$ cat config.mk
export PLATFORM = sky130hd
export DESIGN_NAME = rv32x_front_flat
export DESIGN_NICKNAME = d
export VERILOG_FILES = /design/src/rtl/rv32x_pkg.sv /design/src/rtl/rv32x_if.sv /design/src/rtl/rv32x_front.sv /design/src/flat_wrapper.sv
export SDC_FILE = /design/constraint.sdc
export NUM_CORES = 1
export LEC_CHECK = 0
export ABC_AREA = 0
export ABC_CLOCK_PERIOD_IN_PS = 4000
export BUFFER_PORTS_ARGS = -buffer_cell sky130_fd_sc_hd__buf_2
export CAP_MARGIN = 20
export CORE_MARGIN = 1
export CORE_UTILIZATION = 56
export DETAILED_ROUTE_END_ITERATION = 16
export PLACE_DENSITY = 0.83
export SLEW_MARGIN = 20
export SYNTH_ARGS = -nofsm -noshare
export SYNTH_HDL_FRONTEND = slang
export SYNTH_SLANG_ARGS = --single-unit
$ cat constraint.sdc
create_clock -name clock -period 4 [get_ports clock]
set_input_delay 0.6 -clock clock [delete_from_list [all_inputs] [get_ports clock]]
set_output_delay 0.6 -clock clock [all_outputs]
set_load 0.005 [all_outputs]
$ cat src/rtl/rv32x_pkg.sv
// Package for the RV32I subset execute unit: constants, status codes, types.
// No dependencies.
package rv32x_pkg;
   localparam int unsigned MemWordsDefault = 4096;
   localparam logic [31:0] CodeLimitReset = 32'hFFFF_FFFF;

   localparam logic [6:0] OP_IMM    = 7'h13;
   localparam logic [6:0] OP_LOAD   = 7'h03;
   localparam logic [6:0] OP_SWORD  = 7'h23;
   localparam logic [6:0] OP_JALR   = 7'h67;
   localparam logic [6:0] OP_PCREL  = 7'h17;
   localparam logic [6:0] OP_SYSTEM = 7'h73;
   localparam logic [31:0] EBREAK_WORD = 32'h0010_0073;

   localparam logic [2:0] F3_ADD = 3'd0;
   localparam logic [2:0] F3_XOR = 3'd4;
   localparam logic [2:0] F3_OR  = 3'd6;
   localparam logic [2:0] F3_W   = 3'd2;

   localparam logic [31:0] SYS_PINT  = 32'd1;
   localparam logic [31:0] SYS_EXIT  = 32'd10;
   localparam logic [31:0] SYS_PCHAR = 32'd11;

   localparam logic [3:0] ST_OK      = 4'd0;
   localparam logic [3:0] ST_EBREAK  = 4'd1;
   localparam logic [3:0] ST_PINT    = 4'd2;
   localparam logic [3:0] ST_PCHAR   = 4'd3;
   localparam logic [3:0] ST_EXIT    = 4'd4;
   localparam logic [3:0] ST_ILLEGAL = 4'd5;
   localparam logic [3:0] ST_FUNCT3  = 4'd6;
   localparam logic [3:0] ST_SYSCALL = 4'd7;
   localparam logic [3:0] ST_ADDR    = 4'd8;
   localparam logic [3:0] ST_HALTED  = 4'd9;

   localparam logic [2:0] K_BAD    = 3'd0;
   localparam logic [2:0] K_ALU    = 3'd1;
   localparam logic [2:0] K_LOAD   = 3'd2;
   localparam logic [2:0] K_STORE  = 3'd3;
   localparam logic [2:0] K_JALR   = 3'd4;
   localparam logic [2:0] K_AUIPC  = 3'd5;
   localparam logic [2:0] K_EBREAK = 3'd6;
   localparam logic [2:0] K_ECALL  = 3'd7;

   typedef struct packed {
      logic [2:0]  kind;
      logic [3:0]  fault;   // ST_OK, or ST_ILLEGAL / ST_FUNCT3 found at decode
      logic [2:0]  f3;
      logic [4:0]  rd;
      logic [4:0]  rs1;
      logic [4:0]  rs2;
      logic [31:0] imm;
   } decoded_type;

   typedef struct packed {
      logic [3:0]  status;
      logic [31:0] next_pc;
      logic        reg_written;
      logic [4:0]  dest_index;
      logic [31:0] dest_value;
      logic [31:0] call_argument;
      logic        past_end;
   } result_type;
endpackage

$ cat src/rtl/rv32x_if.sv
// Valid/ready channel interface carrying one word of type T.
// Depends on nothing.
interface rv32x_if #(parameter type T = logic [31:0]);
   logic valid;
   logic ready;
   T     data;
   modport source (output valid, output data, input ready);
   modport sink (input valid, input data, output ready);
endinterface

$ cat src/rtl/rv32x_front.sv
// Front end: accepts instruction words, decodes them into a two-entry queue.
// Depends on rv32x_pkg and rv32x_if.
module rv32x_front
   import rv32x_pkg::*;
(
   input  logic        clock,
   input  logic        reset,
   rv32x_if.sink       req,
   output decoded_type q_data,
   output logic        q_valid,
   input  logic        q_pop
);
   decoded_type ent_ff [2];
   decoded_type ent_in [2];
   logic [1:0]  cnt_ff, cnt_in;
   decoded_type dec;
   logic [6:0]  op;
   logic [31:0] w;
   logic        push;

   assign w  = req.data;
   assign op = w[6:0];

   always_comb begin
      dec.f3    = w[14:12];
      dec.rd    = w[11:7];
      dec.rs1   = w[19:15];
      dec.rs2   = w[24:20];
      dec.imm   = {{20{w[31]}}, w[31:20]};
      dec.fault = ST_OK;
      dec.kind  = K_BAD;
      case (op)
         OP_IMM: begin
            dec.kind = K_ALU;
            if (w[14:12] != F3_ADD && w[14:12] != F3_XOR && w[14:12] != F3_OR)
               dec.fault = ST_FUNCT3;
         end
         OP_LOAD: begin
            dec.kind = K_LOAD;
            if (w[14:12] != F3_W) dec.fault = ST_FUNCT3;
         end
         OP_SWORD: begin
            dec.kind = K_STORE;
            dec.imm  = {{20{w[31]}}, w[31:25], w[11:7]};
            if (w[14:12] != F3_W) dec.fault = ST_FUNCT3;
         end
         OP_JALR: begin
            dec.kind = K_JALR;
            if (w[14:12] != F3_ADD) dec.fault = ST_FUNCT3;
         end
         OP_PCREL: begin
            dec.kind = K_AUIPC;
            dec.imm  = {w[31:12], 12'd0};
         end
         OP_SYSTEM: dec.kind = (w == EBREAK_WORD) ? K_EBREAK : K_ECALL;
         default:   dec.fault = ST_ILLEGAL;
      endcase
   end

   assign req.ready = (cnt_ff != 2'd2);
   assign push      = req.valid && req.ready;
   assign q_valid   = (cnt_ff != 2'd0);
   assign q_data    = ent_ff[0];

   always_comb begin
      ent_in = ent_ff;
      cnt_in = cnt_ff;
      if (q_pop && q_valid) begin
         ent_in[0] = ent_ff[1];
         cnt_in    = cnt_in - 2'd1;
      end
      if (push) begin
         ent_in[cnt_in[0]] = dec;
         cnt_in = cnt_in + 2'd1;
      end
   end

   always_ff @(posedge clock) begin
      ent_ff <= ent_in;
      if (reset) cnt_ff <= 2'd0;
      else       cnt_ff <= cnt_in;
   end
endmodule

$ cat src/flat_wrapper.sv
// flat-port wrapper written by rule: the top's interface ports become plain ports
module rv32x_front_flat import rv32x_pkg::*;
  (clock, reset, q_data, q_valid, q_pop, req_valid, req_data, req_ready);
  rv32x_if req_i ();
  input  logic clock;
  input  logic reset;
  output decoded_type q_data;
  output logic q_valid;
  input  logic q_pop;
  input wire logic [$bits(req_i.valid)-1:0] req_valid;
  input wire logic [$bits(req_i.data)-1:0] req_data;
  output wire logic [$bits(req_i.ready)-1:0] req_ready;
  assign req_i.valid = req_valid;
  assign req_i.data = req_data;
  assign req_ready = req_i.ready;
  rv32x_front u_core (.clock(clock), .reset(reset), .req(req_i), .q_data(q_data), .q_valid(q_valid), .q_pop(q_pop));
endmodule
==> results of run 1 <==
==> power by group <==
part           total [mW]  internal, mW  switching (mW)
clock                1.49         0.972           0.520
combinational        1.66         0.742           0.914
sequential           1.96          1.75           0.208
total                5.11          3.47            1.64
==> how the worst max path moves through the flow <==
| stage | startpoint | endpoint | cells past startpoint |
|---|---|---|---|
| floorplan | u_core.cnt_ff[0]$_SDFF_PP0_ | flop | 7 |
| CTS | u_core.cnt_ff[0]$_SDFF_PP0_ | flop | 7 |
| global route | u_core.cnt_ff[0]$_SDFF_PP0_ | flop | 7 |
| finish | u_core.cnt_ff[0]$_SDFF_PP0_ | flop | 7 |
| global placement | u_core.cnt_ff[0]$_SDFF_PP0_ | flop | 7 |
| detailed placement | u_core.cnt_ff[0]$_SDFF_PP0_ | flop | 7 |
==> layer usage <==
layer	vias to the layer above	wire length [um]	global-route usage
li1	1798	-	-
met1	1867	5349	0.3488
met2	212	5887	0.3983
met3	29	1072	0.06476
met4	0	269	0.1148
met5	-	0	0
==> layout by cell type (no fill, tap or decap), types with 3 or more instances in the layout <==
cell type,n
o21ai_0,28
clkbuf_16,16
or4_1,5
o22ai_1,5
inv_1,7
nand2_1,71
clkinv_2,5
buf_4,7
mux2_2,21
buf_2,94
clkbuf_8,3
nand4_1,7
o22ai_2,5
nor3_1,10
bufinv_16,3
nand3_1,24
nor2_1,5
nor4_1,4
mux2i_1,35
dfxtp_1,59
and2_1,8
a21o_1,19
nor2b_1,9
edfxtp_1,57
==> kinds of logic after synthesis <==
family / after synthesis / synth area share
AOI/OAI and AO/OA: 71 / 0.08841
muxes: 56 / 0.1083
and+or+nand+nor: 161 / 0.1505
buffers and inverters: 94 / 0.1092
adders and majority gates: 3 / 0.006926
xor gates and xnor gates: 1 / 0.003002
DFF: 116 / 0.5337
==> area by class of cell <==
cell class                 instances  area share
sequential                       116      0.4714
clock buffer                      21     0.07319
clock inverter                    11     0.02181
timing repair buffer             101     0.08522
multi-input combinational        292      0.3178
inverter                           7    0.004281
tap                              129     0.02630
==> flow_summary.ini, run 1 <==
[min_path]
hold_class = in2reg
holdPathStages = 2
worstHoldStart = reset
hold_end = u_core.cnt_ff[1]$_SDFF_PP0_

[synth]
synth_nets = 541
synth_top_area_frac = 0.3158
synth_common_cells = 71 x nand2_1, 59 x dfxtp_1, 57 x buf_4, 57 x edfxtp_1, 35 x mux2i_1
synthFlopType = dfxtp_1
async_flop_share = 0
synth_cell_types = 47
synth-edff-count = 57
synth_cells = 502
ys_seq_area_frac = 0.5337
ys_seq_elements = 116
ys_top_cells_by_area = edfxtp_1 32%, dfxtp_1 22%, buf_4 7.9%, mux2i_1 6.5%, nand2_1 4.9%
avgSynthCellArea_um2 = 10.80
yosysMostFrequentCell = nand2_1
yosys_warnings = 0
synth_area_leader_cell = edfxtp_1
synthesis.area_um2 = 5420

[place]
dpl.cell_count = 645
placed_area_um2 = 5552
pre_cts_ws_ns = 1.037
gp_congestion = 0.8782
numPortBuffers = 94
hpwl_um = 8009

[clock_tree]
numCtsBuffers = 17
cts_hold_buf = 0
cts_resized = 0
ctsLongestPathBuffers = 2
cts_tree = built
clkTransAtPathRegs_ns = 0.06
insertion_delay_ns = 0.53
cts.sinks = 116
h-tree-depth = 4
root_buffer = clkbuf_8
postCtsSetupRepairBufs = 0

[detailed_routing]
postRouteAntennaNets = 0
drc = 0
num_vias = 3906
drtIter0Drc = 345
wl_um = 12580
wire_per_inst_um = 18.58
drt_pass1_iterations = 5
routed_via_density = 5.770

[layout]
seq_area_um2 = 2893
areaGrowthSynthToFinish_pct = 13.23
layout-drive-gt1-share = 0.3029
final_nets = 574
multi_input_area_um2 = 1951
layoutNonFillerInstCount = 677
utilization = 0.6579
fin_area_um2 = 6137
antenna_cells = 0
nFillCells = 716

[grt]
grt_pass1_vias = 3736
grt_max_degree = 61
overflow = 0
grt_pass1_wl_um = 19390
grt_antenna_before_repair = 0
track_usage = 0.2594

[sta]
fin_crit_ns = 3.043
period_share = 0.7608
fin_ws_ns = 0.9567
rsz0062_at_grt = false
setup-violations-final = 0
hold_violations = 0
clock_skew_ns = 0.01590
whs_ns = 0.2707
fmax_ghz = 0.3286
fin_setup_tns_ns = 0
worst_pin_slew_ns = 1.042
maxSlewViolCount = 0
maxSlewHeadroom = 0.3035

[setup_path]
crit_family = buffers and inverters
path_max_fanout = 28
worst_setup_path_end_kind = flop
setup.worst_path.start_class = flop
critPathRequiredTime_ns = 4.21
crit_type = reg2reg
cp_slowest_cell = ha_2
reg2reg_depth = 7
cp_num_buf_inv = 4
cp.arrival_ns = 3.26
regToRegStartpoint = u_core.cnt_ff[0]$_SDFF_PP0_
critPathMaxStageDelay_ns = 0.73
reg2reg_slack_ns = 0.96
cp_cell_sequence = inv_1 > ha_1 > nand2b_1 > inv_1 > buf_4 > ha_2 > buf_4

[die]
die_w_um = 100.4
initial_core_util = 0.5811
die_y_um = 100.4
core_area_um2 = 9328
io_pins = 95
die_area_um2 = 10080
rows = 35

[power_and_ir_drop]
p_per_area_nw_per_um2 = 832.4
p_leak_nw = 2.584
ir_worst_vdd_v = 0.0004433
p_total_mw = 5.109

[outcome]
outcome = finished clean

[job]
max_cap_violations = 0
No activity file was read; power rests on OpenSTA's default activity.
==> inputs of run 2 (changes only) <==
- ABC_CLOCK_PERIOD_IN_PS: 4000 -> 3150
- clock period: 4 -> 3.15 ns (I/O delays scaled with it)
==> run 2 against run 1 <==
  * Hold slack got worse by 0.11 ns
  * Power rose by 27%
  * Die area did not move
  * Clock power rose by 28%
  * Non-clock buffer count rose by 2
  * Fmax rose by 22%
  * Clock skew fell by 0.0085 ns
  * Highest routed layer unchanged
  * Cell count rose by 0.30%
==> flow_summary.ini, run 2 (synthesized netlist as in run 1, its figures left out) <==
[detailed_routing]
maxUsedRoutingLayer = met4
drc = 0
m1WireLength_um = 5277
drt_pass1_iterations = 5
routed_via_density = 5.741
drtIter0Drc = 283
postRouteAntennaNets = 0
wl_met3_um = 1097
num_vias = 3898
wl_um = 12480
wire_per_inst_um = 18.37
wl_met2_um = 5782

[setup_path]
reg2reg_depth = 6
critPathRequiredTime_ns = 3.32
setup.worst_path.start_class = flop
cp-startpoint = u_core.cnt_ff[0]$_SDFF_PP0_
reg2reg_slack_ns = 0.65
regToRegStartpoint = u_core.cnt_ff[0]$_SDFF_PP0_
cp.arrival_ns = 2.67
crit_type = reg2reg
worst_setup_path_end_kind = flop
path_max_fanout = 30

[grt]
overflow = 0
track_usage = 0.2601
grt_antenna_before_repair = 0
grt_max_degree = 61
grt_pass1_wl_um = 19560
grt_pass1_vias = 3749

[sta]
fin_crit_ns = 2.500
fmax_ghz = 0.3999
rsz0062_at_grt = false
worst_pin_slew_ns = 0.8576
setup-violations-final = 0
fin_setup_tns_ns = 0
clock_skew_ns = 0.007389
period_share = 0.7938
fin_ws_ns = 0.6496
hold_violations = 0
maxSlewViolCount = 0
maxSlewHeadroom = 0.4282

[power_and_ir_drop]
ir_worst_vdd_v = 0.0004283
p_per_area_nw_per_um2 = 1051
p_leak_nw = 2.601

[outcome]
outcome = finished clean

[layout]
nFillCells = 710
layout-drive-gt1-share = 0.3055
mostFrequentLayoutCell = buf_2
utilization = 0.6616
layout_common_cells = 94 x buf_2, 71 x nand2_1, 59 x dfxtp_1
fin_area_um2 = 6171
antenna_cells = 0
final_nets = 576
areaGrowthSynthToFinish_pct = 13.85

[clock_tree]
cts_resized = 0
cts.sinks = 116
postCtsSetupRepairBufs = 0
ctsLongestPathBuffers = 2
clkTransAtPathRegs_ns = 0.05
root_buffer = clkbuf_8
cts_tree = built
numCtsBuffers = 17
cts_hold_buf = 0
insertion_delay_ns = 0.52
h-tree-depth = 4

[min_path]
holdPathStages = 2
worstHoldStart = reset
hold_end = u_core.cnt_ff[0]$_SDFF_PP0_
hold_class = in2reg

[job]
max_cap_violations = 0

[die]
rows = 35
die_w_um = 100.4
core_area_um2 = 9328
die_area_um2 = 10080
initial_core_util = 0.5811
io_pins = 95
die_y_um = 100.4

[place]
gp_congestion = 0.8546
numPortBuffers = 94
placed_area_um2 = 5567
pre_cts_ws_ns = 0.7702
hpwl_um = 7916
[run 2: worst max-delay path, stage by stage, from the launching register on]
cell and delay [ns]:
dfxtp_1 0.41, inv_1 0.09, ha_1 0.22, nand2b_1 0.33
inv_1 0.43, ha_2 0.27, buf_4 0.38
[run 2: stage by stage]
| step | hold slack [ns] | std cells | power [mW] |
|---|---|---|---|
| 3_5_place_dp | 0.5028 | 647 | 4.576 |
| 6_report | 0.1581 | 679 | 6.487 |
| 3_3_place_gp | 0.4604 | 647 | 4.485 |
| 4_1_cts | 0.1386 | 679 | 6.494 |
| 2_1_floorplan | 0.4367 | 502 | 4.266 |
| 5_1_grt | 0.1308 | 679 | 6.845 |
[run 2: final cells by class]
| cell class | count | area, um2 | area share |
|---|---|---|---|
| clock buffers | 26 | 540.5 | 0.08759 |
| clock inverters | 6 | 63.81 | 0.01034 |
| inverters | 7 | 26.28 | 0.004258 |
| multi-input cells | 292 | 1948 | 0.3157 |
| flip-flops and latches | 116 | 2893 | 0.4688 |
| well taps | 129 | 161.4 | 0.02616 |
| repair buffers | 103 | 538.0 | 0.08719 |
[run 2: how the worst max path moves through the flow]
| stage | end | slack (ns) | cells after the start |
|---|---|---|---|
| floorplan | flop | 0.52 | 7 |
| global placement | flop | 0.89 | 6 |
| detailed placement | flop | 0.77 | 6 |
| CTS | flop | 0.71 | 6 |
| global route | flop | 0.52 | 6 |
| finish | flop | 0.65 | 6 |
[run 2: report_power, final]
group | internal (mW) | switching, mW | total, mW
combinational | 0.940 | 1.17 | 2.11
clock | 1.24 | 0.660 | 1.90
sequential | 2.22 | 0.252 | 2.48
[run 2: per-layer routing]
layer  up-vias  track usage
li1       1804            -
met1      1853       0.3482
met2       207       0.3941
met3        34      0.07939
met4         0       0.1070
met5         -            0
==> inputs of run 3 (changes only) <==
- ABC_CLOCK_PERIOD_IN_PS: 3150 -> 2200
- CORE_UTILIZATION: 56 -> 51
- PLACE_DENSITY: 0.83 -> 0.8
- clock period: 3.15 -> 2.2 ns (I/O delays scaled with it)
==> run 3 against run 2 <==
  * Fmax rose by 23%
  * Clock skew is 0.0042 ns lower
  * Wire length about the same
  * Via count shrank 1.8%
  * Critical path type unchanged
==> flow_summary.ini, run 3 (synthesized netlist as in run 1, its figures left out) <==
[layout]
layout_common_cells = 94 x buf_2, 71 x nand2_1, 58 x dfxtp_1
final_nets = 580
fin_area_um2 = 6289
mostFrequentLayoutCell = buf_2
antenna_cells = 0
areaGrowthSynthToFinish_pct = 16.02
layout-drive-gt1-share = 0.3128
utilization = 0.6091

[clock_tree]
ctsLongestPathBuffers = 2
cts.sinks = 116
numCtsBuffers = 17
root_buffer = clkbuf_8
clkTransAtPathRegs_ns = 0.06
insertion_delay_ns = 0.51
h-tree-depth = 4
cts_tree = built

[grt]
top_usage_layer = met2
grt_use_met1 = 0.3117
grt_pass1_vias = 3750
track_usage = 0.2352
grt_max_degree = 61
grt_use_met2 = 0.3600
grt_pass1_wl_um = 19860
gr-usage-met3 = 0.07174
overflow = 0
grt_antenna_before_repair = 0

[power_and_ir_drop]
ir_worst_vdd_v = 0.0006450
p_leak_nw = 2.634
p_per_area_nw_per_um2 = 1514
p_total_mw = 9.520

[die]
die_area_um2 = 11040
die_w_um = 105.1
initial_core_util = 0.5250
die_y_um = 105.1
rows = 37
io_pins = 95
core_area_um2 = 10320

[detailed_routing]
wire_per_inst_um = 18.11
wl_um = 12480
drc = 0
postRouteAntennaNets = 0
routed_via_density = 5.556
drtIter0Drc = 350
drt_pass1_iterations = 5
num_vias = 3828

[setup_path]
cp-startpoint = u_core.cnt_ff[0]$_SDFF_PP0_
reg2reg_slack_ns = 0.16
regToRegStartpoint = u_core.cnt_ff[0]$_SDFF_PP0_
cp.arrival_ns = 2.48
critPathRequiredTime_ns = 2.64
crit_type = reg2reg
setup.worst_path.start_class = flop
reg2reg_depth = 7
worst_setup_path_end_kind = flop
crit_end = u_core.q_data[4]$_DFF_P_
r2r-end = u_core.q_data[4]$_DFF_P_
path_max_fanout = 8

[place]
placed_area_um2 = 5663
hpwl_um = 8035
gp_congestion = 0.8169
numPortBuffers = 94

[min_path]
worstHoldStart = req_data[10]
hold_class = in2reg

[sta]
setup-violations-final = 0
fin_setup_tns_ns = 0
fmax_ghz = 0.4908
maxSlewViolCount = 0
hold_violations = 0
rsz0062_at_grt = false
worst_pin_slew_ns = 0.7257
fin_crit_ns = 2.038
period_share = 0.9262
maxSlewHeadroom = 0.5162
clock_skew_ns = 0.003171
whs_ns = 0.06110

[job]
max_cap_violations = 0

[outcome]
outcome = finished clean
[run 3: changes by cell type in the layout (fill, tap and decap cells not counted), moves of 2 or more]
| cell | change |
|---|---|
| buf_4 | -2 |
| clkbuf_8 | -4 |
| buf_12 | +5 |
| clkinv_4 | +2 |
| bufinv_16 | +2 |
[run 3: final cells by class]
type / instances / area, um2
fillers: 777 / 4035
well taps: 136 / 170.2
multi-input cells: 292 / 1958
repair buffers: 107 / 633.1
clock buffers: 20 / 456.7
inverters: 7 / 26.28
clock inverters: 11 / 150.1
flip-flops and latches: 116 / 2894
[run 3: how the worst min path moves through the flow]
stage	endpoint	slack (ns)	cells past startpoint
detailed placement	u_core.q_data[53]$_DFF_P_	0.46	2
CTS	flop	0.04	1
global placement	u_core.q_data[53]$_DFF_P_	0.46	2
global route	flop	0.04	1
floorplan	u_core.cnt_ff[1]$_SDFF_PP0_	0.40	1
finish	flop	0.06	1
[run 3: routing by layer]
layer	up-vias	routed length, um	share of wire
met5	-	0	0
met1	1818	5295	0.42
met4	0	302	0.024
met2	180	5818	0.47
met3	23	1063	0.085
li1	1807	-	-
[run 3: power by group]
part | switching (mW) | internal [mW] | total (mW)
Clock | 0.980 | 1.82 | 2.80
Sequential | 0.371 | 3.18 | 3.55
Combinational | 1.69 | 1.48 | 3.17
[run 3: critical path, cell delays in order, from the launching register on]
cell and delay (ns):
dfxtp_2 0.36, inv_1 0.08, ha_1 0.26, nor2b_4 0.18, xnor2_2 0.21, inv_2 0.17, or4_1 0.57, o22ai_2 0.15
[run 3: metrics by stage]
| stage | setup slack (ns) | instances |
|---|---|---|
| after floorplan | 0.04185 | 502 |
| after global placement | 0.1235 | 656 |
| after detailed placement | 0.04596 | 656 |
| after CTS | 0.008239 | 688 |
| after global routing | 0.04838 | 689 |
| final | 0.1623 | 689 |
[run 3: timing repair]
item                                    4_1_cts  5_1_grt
endpoints found under the setup margin        0       87
gates resized for setup                       0        2
hold buffers                                  1        0
buffers inserted                              0        1
hold endpoints to repair                      2        0
